File: src/hdl/lmdd_pkg.sv
// Package for the lock manager with wait-for deadlock detection.
// Holds sizes, beat structs, status and request codes, and the sequencer states.
// No dependencies.
package lmdd_pkg;

    localparam int LOCK_COUNT = 16;
    localparam int NUM_PROCS  = 16;
    localparam int PID_W      = 4;
    localparam int LOCK_W     = 4;
    localparam int STATUS_W   = 3;
    localparam int CNT_W      = $clog2(NUM_PROCS + 1);
    localparam int SLOT_AW    = LOCK_W + PID_W;
    localparam int SLOT_DEPTH = 2 ** SLOT_AW;

    localparam logic [PID_W:0]  PID_LIMIT  = (PID_W + 1)'(NUM_PROCS);
    localparam logic [LOCK_W:0] LOCK_LIMIT = (LOCK_W + 1)'(LOCK_COUNT);
    localparam logic [CNT_W-1:0] QUEUE_FULL = CNT_W'(NUM_PROCS);
    localparam logic [PID_W-1:0] LAST_SLOT  = PID_W'(NUM_PROCS - 1);

    localparam logic REQ_ACQUIRE = 1'b0;
    localparam logic REQ_RELEASE = 1'b1;

    localparam logic [STATUS_W-1:0] STAT_GRANTED   = 3'd0;
    localparam logic [STATUS_W-1:0] STAT_QUEUED    = 3'd1;
    localparam logic [STATUS_W-1:0] STAT_NOT_OWNER = 3'd2;
    localparam logic [STATUS_W-1:0] STAT_RELEASED  = 3'd3;
    localparam logic [STATUS_W-1:0] STAT_HANDED    = 3'd4;

    typedef struct packed {
        logic              req_type;
        logic [PID_W-1:0]  requester_pid;
        logic [LOCK_W-1:0] lock_id;
    } lmdd_req_t;

    typedef struct packed {
        logic [STATUS_W-1:0] status;
        logic [PID_W-1:0]    new_owner_pid;
        logic                deadlock_found;
    } lmdd_rsp_t;

    typedef struct packed {
        logic             start;
        logic [PID_W-1:0] requester;
        logic [PID_W-1:0] origin;
    } lmdd_walk_ctl_t;

    typedef struct packed {
        logic done;
        logic deadlock;
    } lmdd_walk_res_t;

    typedef enum logic [2:0] {
        S_IDLE,
        S_DECODE,
        S_HANDOFF,
        S_WALK,
        S_EMIT
    } lmdd_state_t;

endpackage

File: src/hdl/lmdd_ram.sv
// Generic single-write, single-read RAM with registered read data.
// Used for the per-lock waiter FIFOs. No dependencies.
module lmdd_ram #(
    parameter int DEPTH = 256,
    parameter int WIDTH = 4
) (
    input  logic                     clk,
    input  logic                     wr_en,
    input  logic [$clog2(DEPTH)-1:0] wr_addr,
    input  logic [WIDTH-1:0]         wr_data,
    input  logic                     rd_en,
    input  logic [$clog2(DEPTH)-1:0] rd_addr,
    output logic [WIDTH-1:0]         rd_data
);

    logic [WIDTH-1:0] mem [DEPTH];
    logic [WIDTH-1:0] rd_data_reg;

    always_ff @(posedge clk)
    begin
        if (wr_en)
        begin
            mem[wr_addr] <= wr_data;
        end
        if (rd_en)
        begin
            rd_data_reg <= mem[rd_addr];
        end
    end

    assign rd_data = rd_data_reg;

endmodule

File: src/hdl/lmdd_walker.sv
// Wait-for chain walker: one process visited per cycle through a single step unit.
// Depends on lmdd_pkg; the tables it reads live in the top level.
module lmdd_walker (
    input  logic                          clk,
    input  logic                          rst_n,
    input  lmdd_pkg::lmdd_walk_ctl_t      ctl,
    output logic [lmdd_pkg::PID_W-1:0]    proc_addr,
    input  logic                          proc_waiting,
    input  logic [lmdd_pkg::LOCK_W-1:0]   proc_lock,
    output logic [lmdd_pkg::LOCK_W-1:0]   lock_addr,
    input  logic [lmdd_pkg::PID_W-1:0]    lock_owner,
    output lmdd_pkg::lmdd_walk_res_t      res
);

    import lmdd_pkg::*;

    logic                 busy_reg, busy_next;
    logic [PID_W-1:0]     cur_reg, cur_next;
    logic [NUM_PROCS-1:0] seen_reg, seen_next;
    logic [CNT_W-1:0]     steps_reg, steps_next;

    always_ff @(posedge clk or negedge rst_n)
    begin
        if (!rst_n)
        begin
            busy_reg <= 1'b0;
        end
        else
        begin
            busy_reg <= busy_next;
        end
    end

    always_ff @(posedge clk)
    begin
        cur_reg   <= cur_next;
        seen_reg  <= seen_next;
        steps_reg <= steps_next;
    end

    assign proc_addr = cur_reg;
    assign lock_addr = proc_lock;

    always_comb
    begin
        busy_next    = busy_reg;
        cur_next     = cur_reg;
        seen_next    = seen_reg;
        steps_next   = steps_reg;
        res.done     = 1'b0;
        res.deadlock = 1'b0;

        if (ctl.start)
        begin
            busy_next  = 1'b1;
            cur_next   = ctl.origin;
            seen_next  = '0;
            seen_next[ctl.requester] = 1'b1;
            steps_next = '0;
        end
        else if (busy_reg)
        begin
            if (({1'b0, cur_reg} >= PID_LIMIT) || !proc_waiting)
            begin
                res.done  = 1'b1;
                busy_next = 1'b0;
            end
            else if (seen_reg[cur_reg])
            begin
                res.done     = 1'b1;
                res.deadlock = 1'b1;
                busy_next    = 1'b0;
            end
            else if ({1'b0, proc_lock} >= LOCK_LIMIT)
            begin
                res.done  = 1'b1;
                busy_next = 1'b0;
            end
            else
            begin
                seen_next[cur_reg] = 1'b1;
                cur_next           = lock_owner;
                steps_next         = steps_reg + 1'b1;
                // step bound reached without a verdict
                if (steps_reg == QUEUE_FULL)
                begin
                    res.done  = 1'b1;
                    busy_next = 1'b0;
                end
            end
        end
    end

endmodule

File: src/hdl/lock_manager_deadlock_detect.sv
// FIFO lock table for LOCK_COUNT locks and NUM_PROCS processes with wait-for cycle
// detection. Requests are taken one at a time. A grant, an error or a release that
// frees the lock passes through accept, decode and the response register; a handoff
// adds a read of the waiter RAM. A queued acquire that enters a waiter FIFO adds the
// wait-for walk, which visits one process per cycle through a single step unit. The
// next request is taken while a response still waits on rsp_ready. No clearing pass
// follows reset. Depends on lmdd_pkg, lmdd_ram and lmdd_walker.
module lock_manager_deadlock_detect (
    input  logic                clk,
    input  logic                rst_n,
    input  logic                req_valid,
    output logic                req_ready,
    input  lmdd_pkg::lmdd_req_t req,
    output logic                rsp_valid,
    input  logic                rsp_ready,
    output lmdd_pkg::lmdd_rsp_t rsp
);

    import lmdd_pkg::*;

    lmdd_state_t state_reg, state_next;
    lmdd_req_t   req_reg, req_next;
    lmdd_rsp_t   res_reg, res_next;
    lmdd_rsp_t   rsp_reg, rsp_next;
    logic        rsp_valid_reg, rsp_valid_next;

    logic              lock_busy_reg   [LOCK_COUNT];
    logic              lock_busy_next  [LOCK_COUNT];
    logic [PID_W-1:0]  lock_owner_reg  [LOCK_COUNT];
    logic [PID_W-1:0]  lock_owner_next [LOCK_COUNT];
    logic [PID_W-1:0]  queue_head_reg  [LOCK_COUNT];
    logic [PID_W-1:0]  queue_head_next [LOCK_COUNT];
    logic [CNT_W-1:0]  queue_count_reg [LOCK_COUNT];
    logic [CNT_W-1:0]  queue_count_next[LOCK_COUNT];
    logic              proc_waiting_reg [NUM_PROCS];
    logic              proc_waiting_next[NUM_PROCS];
    logic [LOCK_W-1:0] proc_wait_lock_reg [NUM_PROCS];
    logic              wait_lock_wr;

    logic [LOCK_W-1:0] lk;
    logic [PID_W-1:0]  pid;
    logic [LOCK_W-1:0] owner_addr;
    logic [PID_W-1:0]  owner_rd;
    logic [PID_W-1:0]  head;
    logic [CNT_W-1:0]  count;
    logic [CNT_W:0]    tail_sum;
    logic [CNT_W:0]    tail_wrap;
    logic [PID_W-1:0]  tail;
    logic              range_bad;
    logic [PID_W-1:0]  woken;

    logic                 slot_wr_en;
    logic                 slot_rd_en;
    logic [SLOT_AW-1:0]   slot_wr_addr;
    logic [SLOT_AW-1:0]   slot_rd_addr;
    logic [PID_W-1:0]     slot_rd_data;

    lmdd_walk_ctl_t    walk_ctl;
    lmdd_walk_res_t    walk_res;
    logic [PID_W-1:0]  walk_proc_addr;
    logic [LOCK_W-1:0] walk_lock_addr;

    lmdd_ram #(
        .DEPTH (SLOT_DEPTH),
        .WIDTH (PID_W)
    ) u_slots (
        .clk     (clk),
        .wr_en   (slot_wr_en),
        .wr_addr (slot_wr_addr),
        .wr_data (pid),
        .rd_en   (slot_rd_en),
        .rd_addr (slot_rd_addr),
        .rd_data (slot_rd_data)
    );

    lmdd_walker u_walker (
        .clk          (clk),
        .rst_n        (rst_n),
        .ctl          (walk_ctl),
        .proc_addr    (walk_proc_addr),
        .proc_waiting (proc_waiting_reg[walk_proc_addr]),
        .proc_lock    (proc_wait_lock_reg[walk_proc_addr]),
        .lock_addr    (walk_lock_addr),
        .lock_owner   (owner_rd),
        .res          (walk_res)
    );

    always_ff @(posedge clk or negedge rst_n)
    begin
        if (!rst_n)
        begin
            state_reg     <= S_IDLE;
            rsp_valid_reg <= 1'b0;
            for (int i = 0; i < LOCK_COUNT; i++)
            begin
                lock_busy_reg[i]   <= 1'b0;
                lock_owner_reg[i]  <= '0;
                queue_head_reg[i]  <= '0;
                queue_count_reg[i] <= '0;
            end
            for (int i = 0; i < NUM_PROCS; i++)
            begin
                proc_waiting_reg[i] <= 1'b0;
            end
        end
        else
        begin
            state_reg        <= state_next;
            rsp_valid_reg    <= rsp_valid_next;
            lock_busy_reg    <= lock_busy_next;
            lock_owner_reg   <= lock_owner_next;
            queue_head_reg   <= queue_head_next;
            queue_count_reg  <= queue_count_next;
            proc_waiting_reg <= proc_waiting_next;
        end
    end

    always_ff @(posedge clk)
    begin
        req_reg <= req_next;
        res_reg <= res_next;
        rsp_reg <= rsp_next;
        if (wait_lock_wr)
        begin
            proc_wait_lock_reg[pid] <= lk;
        end
    end

    assign lk         = req_reg.lock_id;
    assign pid        = req_reg.requester_pid;
    assign owner_addr = (state_reg == S_WALK) ? walk_lock_addr : lk;
    assign owner_rd   = lock_owner_reg[owner_addr];
    assign head       = queue_head_reg[lk];
    assign count      = queue_count_reg[lk];
    assign range_bad  = ({1'b0, lk} >= LOCK_LIMIT) || ({1'b0, pid} >= PID_LIMIT);

    // tail = (head + count) mod NUM_PROCS; the sum stays below twice NUM_PROCS
    assign tail_sum  = (CNT_W + 1)'(head) + (CNT_W + 1)'(count);
    assign tail_wrap = tail_sum - (CNT_W + 1)'(NUM_PROCS);
    assign tail      = (tail_sum >= (CNT_W + 1)'(NUM_PROCS)) ? tail_wrap[PID_W-1:0]
                                                             : tail_sum[PID_W-1:0];

    assign slot_wr_addr = {lk, tail};
    assign slot_rd_addr = {lk, head};
    assign woken        = ({1'b0, slot_rd_data} >= PID_LIMIT) ? '0 : slot_rd_data;

    assign req_ready = (state_reg == S_IDLE);
    assign rsp_valid = rsp_valid_reg;
    assign rsp       = rsp_reg;

    always_comb
    begin
        state_next        = state_reg;
        req_next          = req_reg;
        res_next          = res_reg;
        rsp_next          = rsp_reg;
        rsp_valid_next    = rsp_valid_reg && !rsp_ready;
        lock_busy_next    = lock_busy_reg;
        lock_owner_next   = lock_owner_reg;
        queue_head_next   = queue_head_reg;
        queue_count_next  = queue_count_reg;
        proc_waiting_next = proc_waiting_reg;
        wait_lock_wr      = 1'b0;
        slot_wr_en        = 1'b0;
        slot_rd_en        = 1'b0;
        walk_ctl.start     = 1'b0;
        walk_ctl.requester = pid;
        walk_ctl.origin    = owner_rd;

        case (state_reg)
            S_IDLE:
            begin
                if (req_valid)
                begin
                    req_next   = req;
                    state_next = S_DECODE;
                end
            end

            S_DECODE:
            begin
                state_next = S_EMIT;
                res_next.status         = STAT_NOT_OWNER;
                res_next.new_owner_pid  = '0;
                res_next.deadlock_found = 1'b0;
                if (range_bad)
                begin
                    res_next.status = STAT_NOT_OWNER;
                end
                else if (req_reg.req_type == REQ_ACQUIRE)
                begin
                    if (!lock_busy_reg[lk])
                    begin
                        lock_busy_next[lk]     = 1'b1;
                        lock_owner_next[lk]    = pid;
                        res_next.status        = STAT_GRANTED;
                        res_next.new_owner_pid = pid;
                    end
                    else if (count >= QUEUE_FULL)
                    begin
                        res_next.status        = STAT_QUEUED;
                        res_next.new_owner_pid = owner_rd;
                    end
                    else
                    begin
                        proc_waiting_next[pid] = 1'b1;
                        wait_lock_wr           = 1'b1;
                        slot_wr_en             = 1'b1;
                        queue_count_next[lk]   = count + 1'b1;
                        res_next.status        = STAT_QUEUED;
                        res_next.new_owner_pid = owner_rd;
                        walk_ctl.start         = 1'b1;
                        state_next             = S_WALK;
                    end
                end
                else if (!lock_busy_reg[lk])
                begin
                    res_next.status = STAT_NOT_OWNER;
                end
                else if (owner_rd != pid)
                begin
                    res_next.status        = STAT_NOT_OWNER;
                    res_next.new_owner_pid = owner_rd;
                end
                else if (count == '0)
                begin
                    lock_busy_next[lk]     = 1'b0;
                    lock_owner_next[lk]    = '0;
                    proc_waiting_next[pid] = 1'b0;
                    res_next.status        = STAT_RELEASED;
                end
                else
                begin
                    // head waiter comes back from the RAM next cycle
                    slot_rd_en = 1'b1;
                    state_next = S_HANDOFF;
                end
            end

            S_HANDOFF:
            begin
                queue_head_next[lk]      = (head == LAST_SLOT) ? '0 : head + 1'b1;
                queue_count_next[lk]     = count - 1'b1;
                lock_owner_next[lk]      = woken;
                proc_waiting_next[woken] = 1'b0;
                res_next.status          = STAT_HANDED;
                res_next.new_owner_pid   = woken;
                res_next.deadlock_found  = 1'b0;
                state_next               = S_EMIT;
            end

            S_WALK:
            begin
                if (walk_res.done)
                begin
                    res_next.deadlock_found = walk_res.deadlock;
                    state_next              = S_EMIT;
                end
            end

            S_EMIT:
            begin
                if (!rsp_valid_reg || rsp_ready)
                begin
                    rsp_next       = res_reg;
                    rsp_valid_next = 1'b1;
                    state_next     = S_IDLE;
                end
            end

            default:
            begin
                state_next = S_IDLE;
            end
        endcase
    end

    // the walker only reports while the sequencer waits on it
    assert property (@(posedge clk) disable iff (!rst_n)
        walk_res.done |-> (state_reg == S_WALK))
        else $error("walk finished outside the walk state");

    // a deadlock flag only ever rides on a queued acquire
    assert property (@(posedge clk) disable iff (!rst_n)
        (rsp_valid_reg && rsp_reg.deadlock_found) |-> (rsp_reg.status == STAT_QUEUED))
        else $error("deadlock flag on a non-queued response");

    // a waiter FIFO never holds more than QUEUE_FULL entries
    assert property (@(posedge clk) disable iff (!rst_n)
        (state_reg == S_DECODE) |-> (count <= QUEUE_FULL))
        else $error("queue count above capacity");

    // a handoff is only reached from a release by the owner with waiters queued
    assert property (@(posedge clk) disable iff (!rst_n)
        (state_reg == S_HANDOFF) |-> ($past(state_reg) == S_DECODE
            && req_reg.req_type == REQ_RELEASE && count != '0))
        else $error("handoff without queued waiters");

endmodule

File: config.mk
export PLATFORM = sky130hd
export DESIGN_NAME = lock_manager_deadlock_detect
export DESIGN_NICKNAME = d
export VERILOG_FILES = /design/src/hdl/lmdd_pkg.sv /design/src/hdl/lmdd_ram.sv /design/src/hdl/lmdd_walker.sv /design/src/hdl/lock_manager_deadlock_detect.sv
export SDC_FILE = /design/constraint.sdc
export NUM_CORES = 2
export LEC_CHECK = 0
export BUFFER_PORTS_ARGS = -buffer_cell sky130_fd_sc_hd__buf_4
export CAP_MARGIN = 20
export CORE_MARGIN = 1
export CORE_UTILIZATION = 50
export CTS_CLUSTER_DIAMETER = 100
export DETAILED_ROUTE_END_ITERATION = 8
export PLACE_DENSITY_LB_ADDON = 0.2
export SLEW_MARGIN = 20
export SYNTH_ARGS = -nofsm -noshare
export SYNTH_HDL_FRONTEND = slang
export SYNTH_SLANG_ARGS = --single-unit
export TNS_END_PERCENT = 10
File: constraint.sdc
create_clock -name clk -period 6.7 [get_ports clk]
set_clock_uncertainty 0.2 [all_clocks]
set_input_delay 2.01 -clock clk [delete_from_list [all_inputs] [get_ports clk]]
set_output_delay 2.01 -clock clk [all_outputs]
set_load 0.05 [all_outputs]
==> run summary <==
result of the run -> finished clean
capturing element type of the critical path -> register
die outline area -> 118000 um^2
number of flip-flops under the largest register name -> 1024
post-CTS sizing -> 0
via density per instance -> 6.37
synth top area cells -> sky130_fd_sc_hd__edfxtp_1 (58%), sky130_fd_sc_hd__mux4_2 (13%), sky130_fd_sc_hd__dfrtp_1 (10%)
end of the worst hold path -> rsp[0]
P_leak -> 21.0 nW
initial antenna violation count -> 1
final slew viol count -> 0
hold path cells -> 0
mean cell area of the mapped netlist -> 16.4 um^2
share of flip-flops with an asynchronous set or reset after synthesis -> 0.176
highest net fanout along the worst path -> 45
share of the synthesized area in the top cell type -> 0.584
Initial DRT Pass Iterations -> 6
core area -> 116000 um^2
CTS Buf Count -> 145
routed vias -> 33400
vias in the first global route -> 33300
max-capacitance violation count -> 0
Critical R2R Capture -> lock_owner_reg[14]
mapped cell area -> 58500 um^2
slowest CP cell -> sky130_fd_sc_hd__edfxtp_1
sum of overflow across all layers after global routing -> 0
worst r2r src -> lk[0]
Placement Setup Slack -> 1080 ps
maximum vdd ir drop -> 0.000264 V
post-synthesis cell type count -> 96
most used flip-flop cell after synthesis -> sky130_fd_sc_hd__edfxtp_1
min cycle time layout -> 5610 ps
peak per-stage delay on the critical path -> 940 ps
Syn. warnings -> 0
power per cell area -> 321 nW/um^2
routability congestion estimate from global placement -> 0.906
path class of the lowest-slack min-delay path -> reg2reg
sink count of the clock tree -> 1391
register clock-pin slew on the reported worst setup and hold paths -> 60 ps
row cnt -> 125
remaining design rule violation count -> 0
Slew HR -> 0.203
number of nets in the layout -> 3618
leading cell type in the layout, fill and taps excluded -> sky130_fd_sc_hd__edfxtp_1
area growth from synthesis to layout -> 10.9%
class of the most critical setup path -> reg2reg
Post-CTS Setup Repair Bufs -> 0
proportion of layout cells with a drive suffix above 1 -> 0.198
DIE WIDTH -> 344 um
clock tree from TritonCTS -> built
setup violators final -> 0
Post-Syn Instances -> 3563
final clock period utilization by the worst path -> 0.837
antenna viol nets, final -> 0
Total Routed Length -> 154 mm
Port-buffer cells -> 22
data required time at the worst endpoint -> 7080 ps
Hold Startpoint -> res_reg[0]
cell type with the largest total area after synthesis -> sky130_fd_sc_hd__edfxtp_1
detailed-route wire length per cell -> 29.4 um
die height -> 344 um
crit start category -> register
deepest clock path buffer count -> 3
Tot GR Track Use -> 0.265
fraction of the yosys area taken by sequential cells -> 0.692
Worst Max-Slew Pin Slew -> 1200 ps
Ports -> 23
setup slack of the most critical reg-to-reg path -> 1090 ps
Crit path arrival time -> 5990 ps
starting density of the core -> 0.504
CTS hold repair buffers -> 0
source-to-sink clock delay at the later pin of the worst-skew pair -> 760 ps
# H-tree levels -> 4
final hold slack -> 215 ps
total nets after synthesis -> 3587
total negative slack for setup checks -> 0 ps
largest net degree at the start of global routing -> 228
worst path cell trace -> buf_12 -> mux4_2 -> mux4_2 -> inv_1 -> ha_1 -> nor3b_1 -> buf_4 -> nor2b_1 -> nand4_4 -> a21oi_2 -> buf_4 -> mux2i_1 -> a221oi_1
DP Wirelength -> 96.2 mm
EDFF count, synth -> 1137
final hold vios -> 0
count of state elements after synthesis -> 1391
register containing the most flip-flops in the final layout -> u_slots.mem
CTS Root Buffer Type -> sky130_fd_sc_hd__clkbuf_16
depth of the most critical reg-to-reg path -> 13
first-pass GRT wire length -> 227 mm
setup repair after global routing missed its margin -> no
Iter 0 DRT Violations -> 4154
commonest cells after routing, fill and taps aside -> sky130_fd_sc_hd__edfxtp_1 (1137), sky130_fd_sc_hd__nor2_1 (400), sky130_fd_sc_hd__mux4_2 (328)
maximum clock frequency -> 178 MHz
post-route setup slack -> 1090 ps
[critical path, delay by kind of cell (launching register included)]
| family | cells | cell delay (ps) |
|---|---|---|
| muxes | 3 | 1460 |
| and+or+nand+nor | 3 | 880 |
| buffers and inverters | 4 | 1130 |
| adders and majority gates | 1 | 180 |
| DFF | 1 | 940 |
| AOI/OAI and AO/OA | 2 | 590 |
[report_power, final]
part	switching [mW]	leakage [nW]	internal [mW]
clock network	3.33	2.20	4.43
registers	0.255	13.7	9.98
logic	1.88	5.10	0.948
total	5.47	21.0	15.4
[final cells by class]
cell class	count	area [um^2]
fill	9094	51200
sequential	1391	40500
multi-input combinational	1905	16800
clock buffer	203	3970
tap	1524	1910
timing repair buffer	120	1040
clock inverter	64	572
inverter	31	116
antenna	1	2.50
[worst max-delay path by stage]
stage / from / endpoint / slack, ps / depth (start not counted)
after floorplan: pid[3] / lock_owner_reg[47] / 820 / 12
after global placement: lk[0] / lock_owner_reg[30] / 1120 / 13
after detailed placement: lk[1] / u_slots.rd_data[2] / 1080 / 11
after CTS: lk[1] / u_slots.rd_data[2] / 1040 / 11
after global routing: lk[0] / u_slots.rd_data[3] / 840 / 14
final: lk[0] / lock_owner_reg[14] / 1090 / 13
[logic make-up (layout without fill, tap and decap cells)]
logic type	after synthesis	in the layout	share of synthesized area
simple gates	787	787	0.0576
other cells	0	1	0
fa+ha+maj	11	11	0.00248
buf+inv	267	418	0.0215
flops	1391	1391	0.692
xor+xnor	18	18	0.00270
mux	483	483	0.154
compound gates	606	606	0.0694
[cells in the mapped netlist (all sizes together) (23+ instances only)]
library cell and n:
edfxtp 1137, nor2 401, mux4 332, dfrtp 245
nand2 219, o21ai 170, a21oi 136, clkbuf 127
mux2i 117, buf 109, o22a 62, nand3 52
mux2 34, o22ai 34, inv 29, a22oi 26
nor3 23
[metal layers]
| layer | GRT usage | vias up | part of all wire |
|---|---|---|---|
| met2 | 0.402 | 1622 | 0.46 |
| met5 | 0 | - | 0.000084 |
| met4 | 0.112 | 2 | 0.042 |
| li1 | - | 14100 | - |
| met1 | 0.378 | 17300 | 0.41 |
| met3 | 0.0505 | 348 | 0.081 |
[through the flow]
step | area (um^2) | total power, mW | utilization | cells
2_1_floorplan | 58500 | 12.2 | - | 3563
3_3_place_gp | 60300 | 13.2 | 0.519 | 4968
5_1_grt | 64900 | 21.5 | 0.559 | 5238
6_report | 64900 | 20.8 | 0.559 | 5239
4_1_cts | 64800 | 20.9 | 0.559 | 5236
3_5_place_dp | 60300 | 13.2 | 0.519 | 4969
Power figures use the tool's default switching activity.
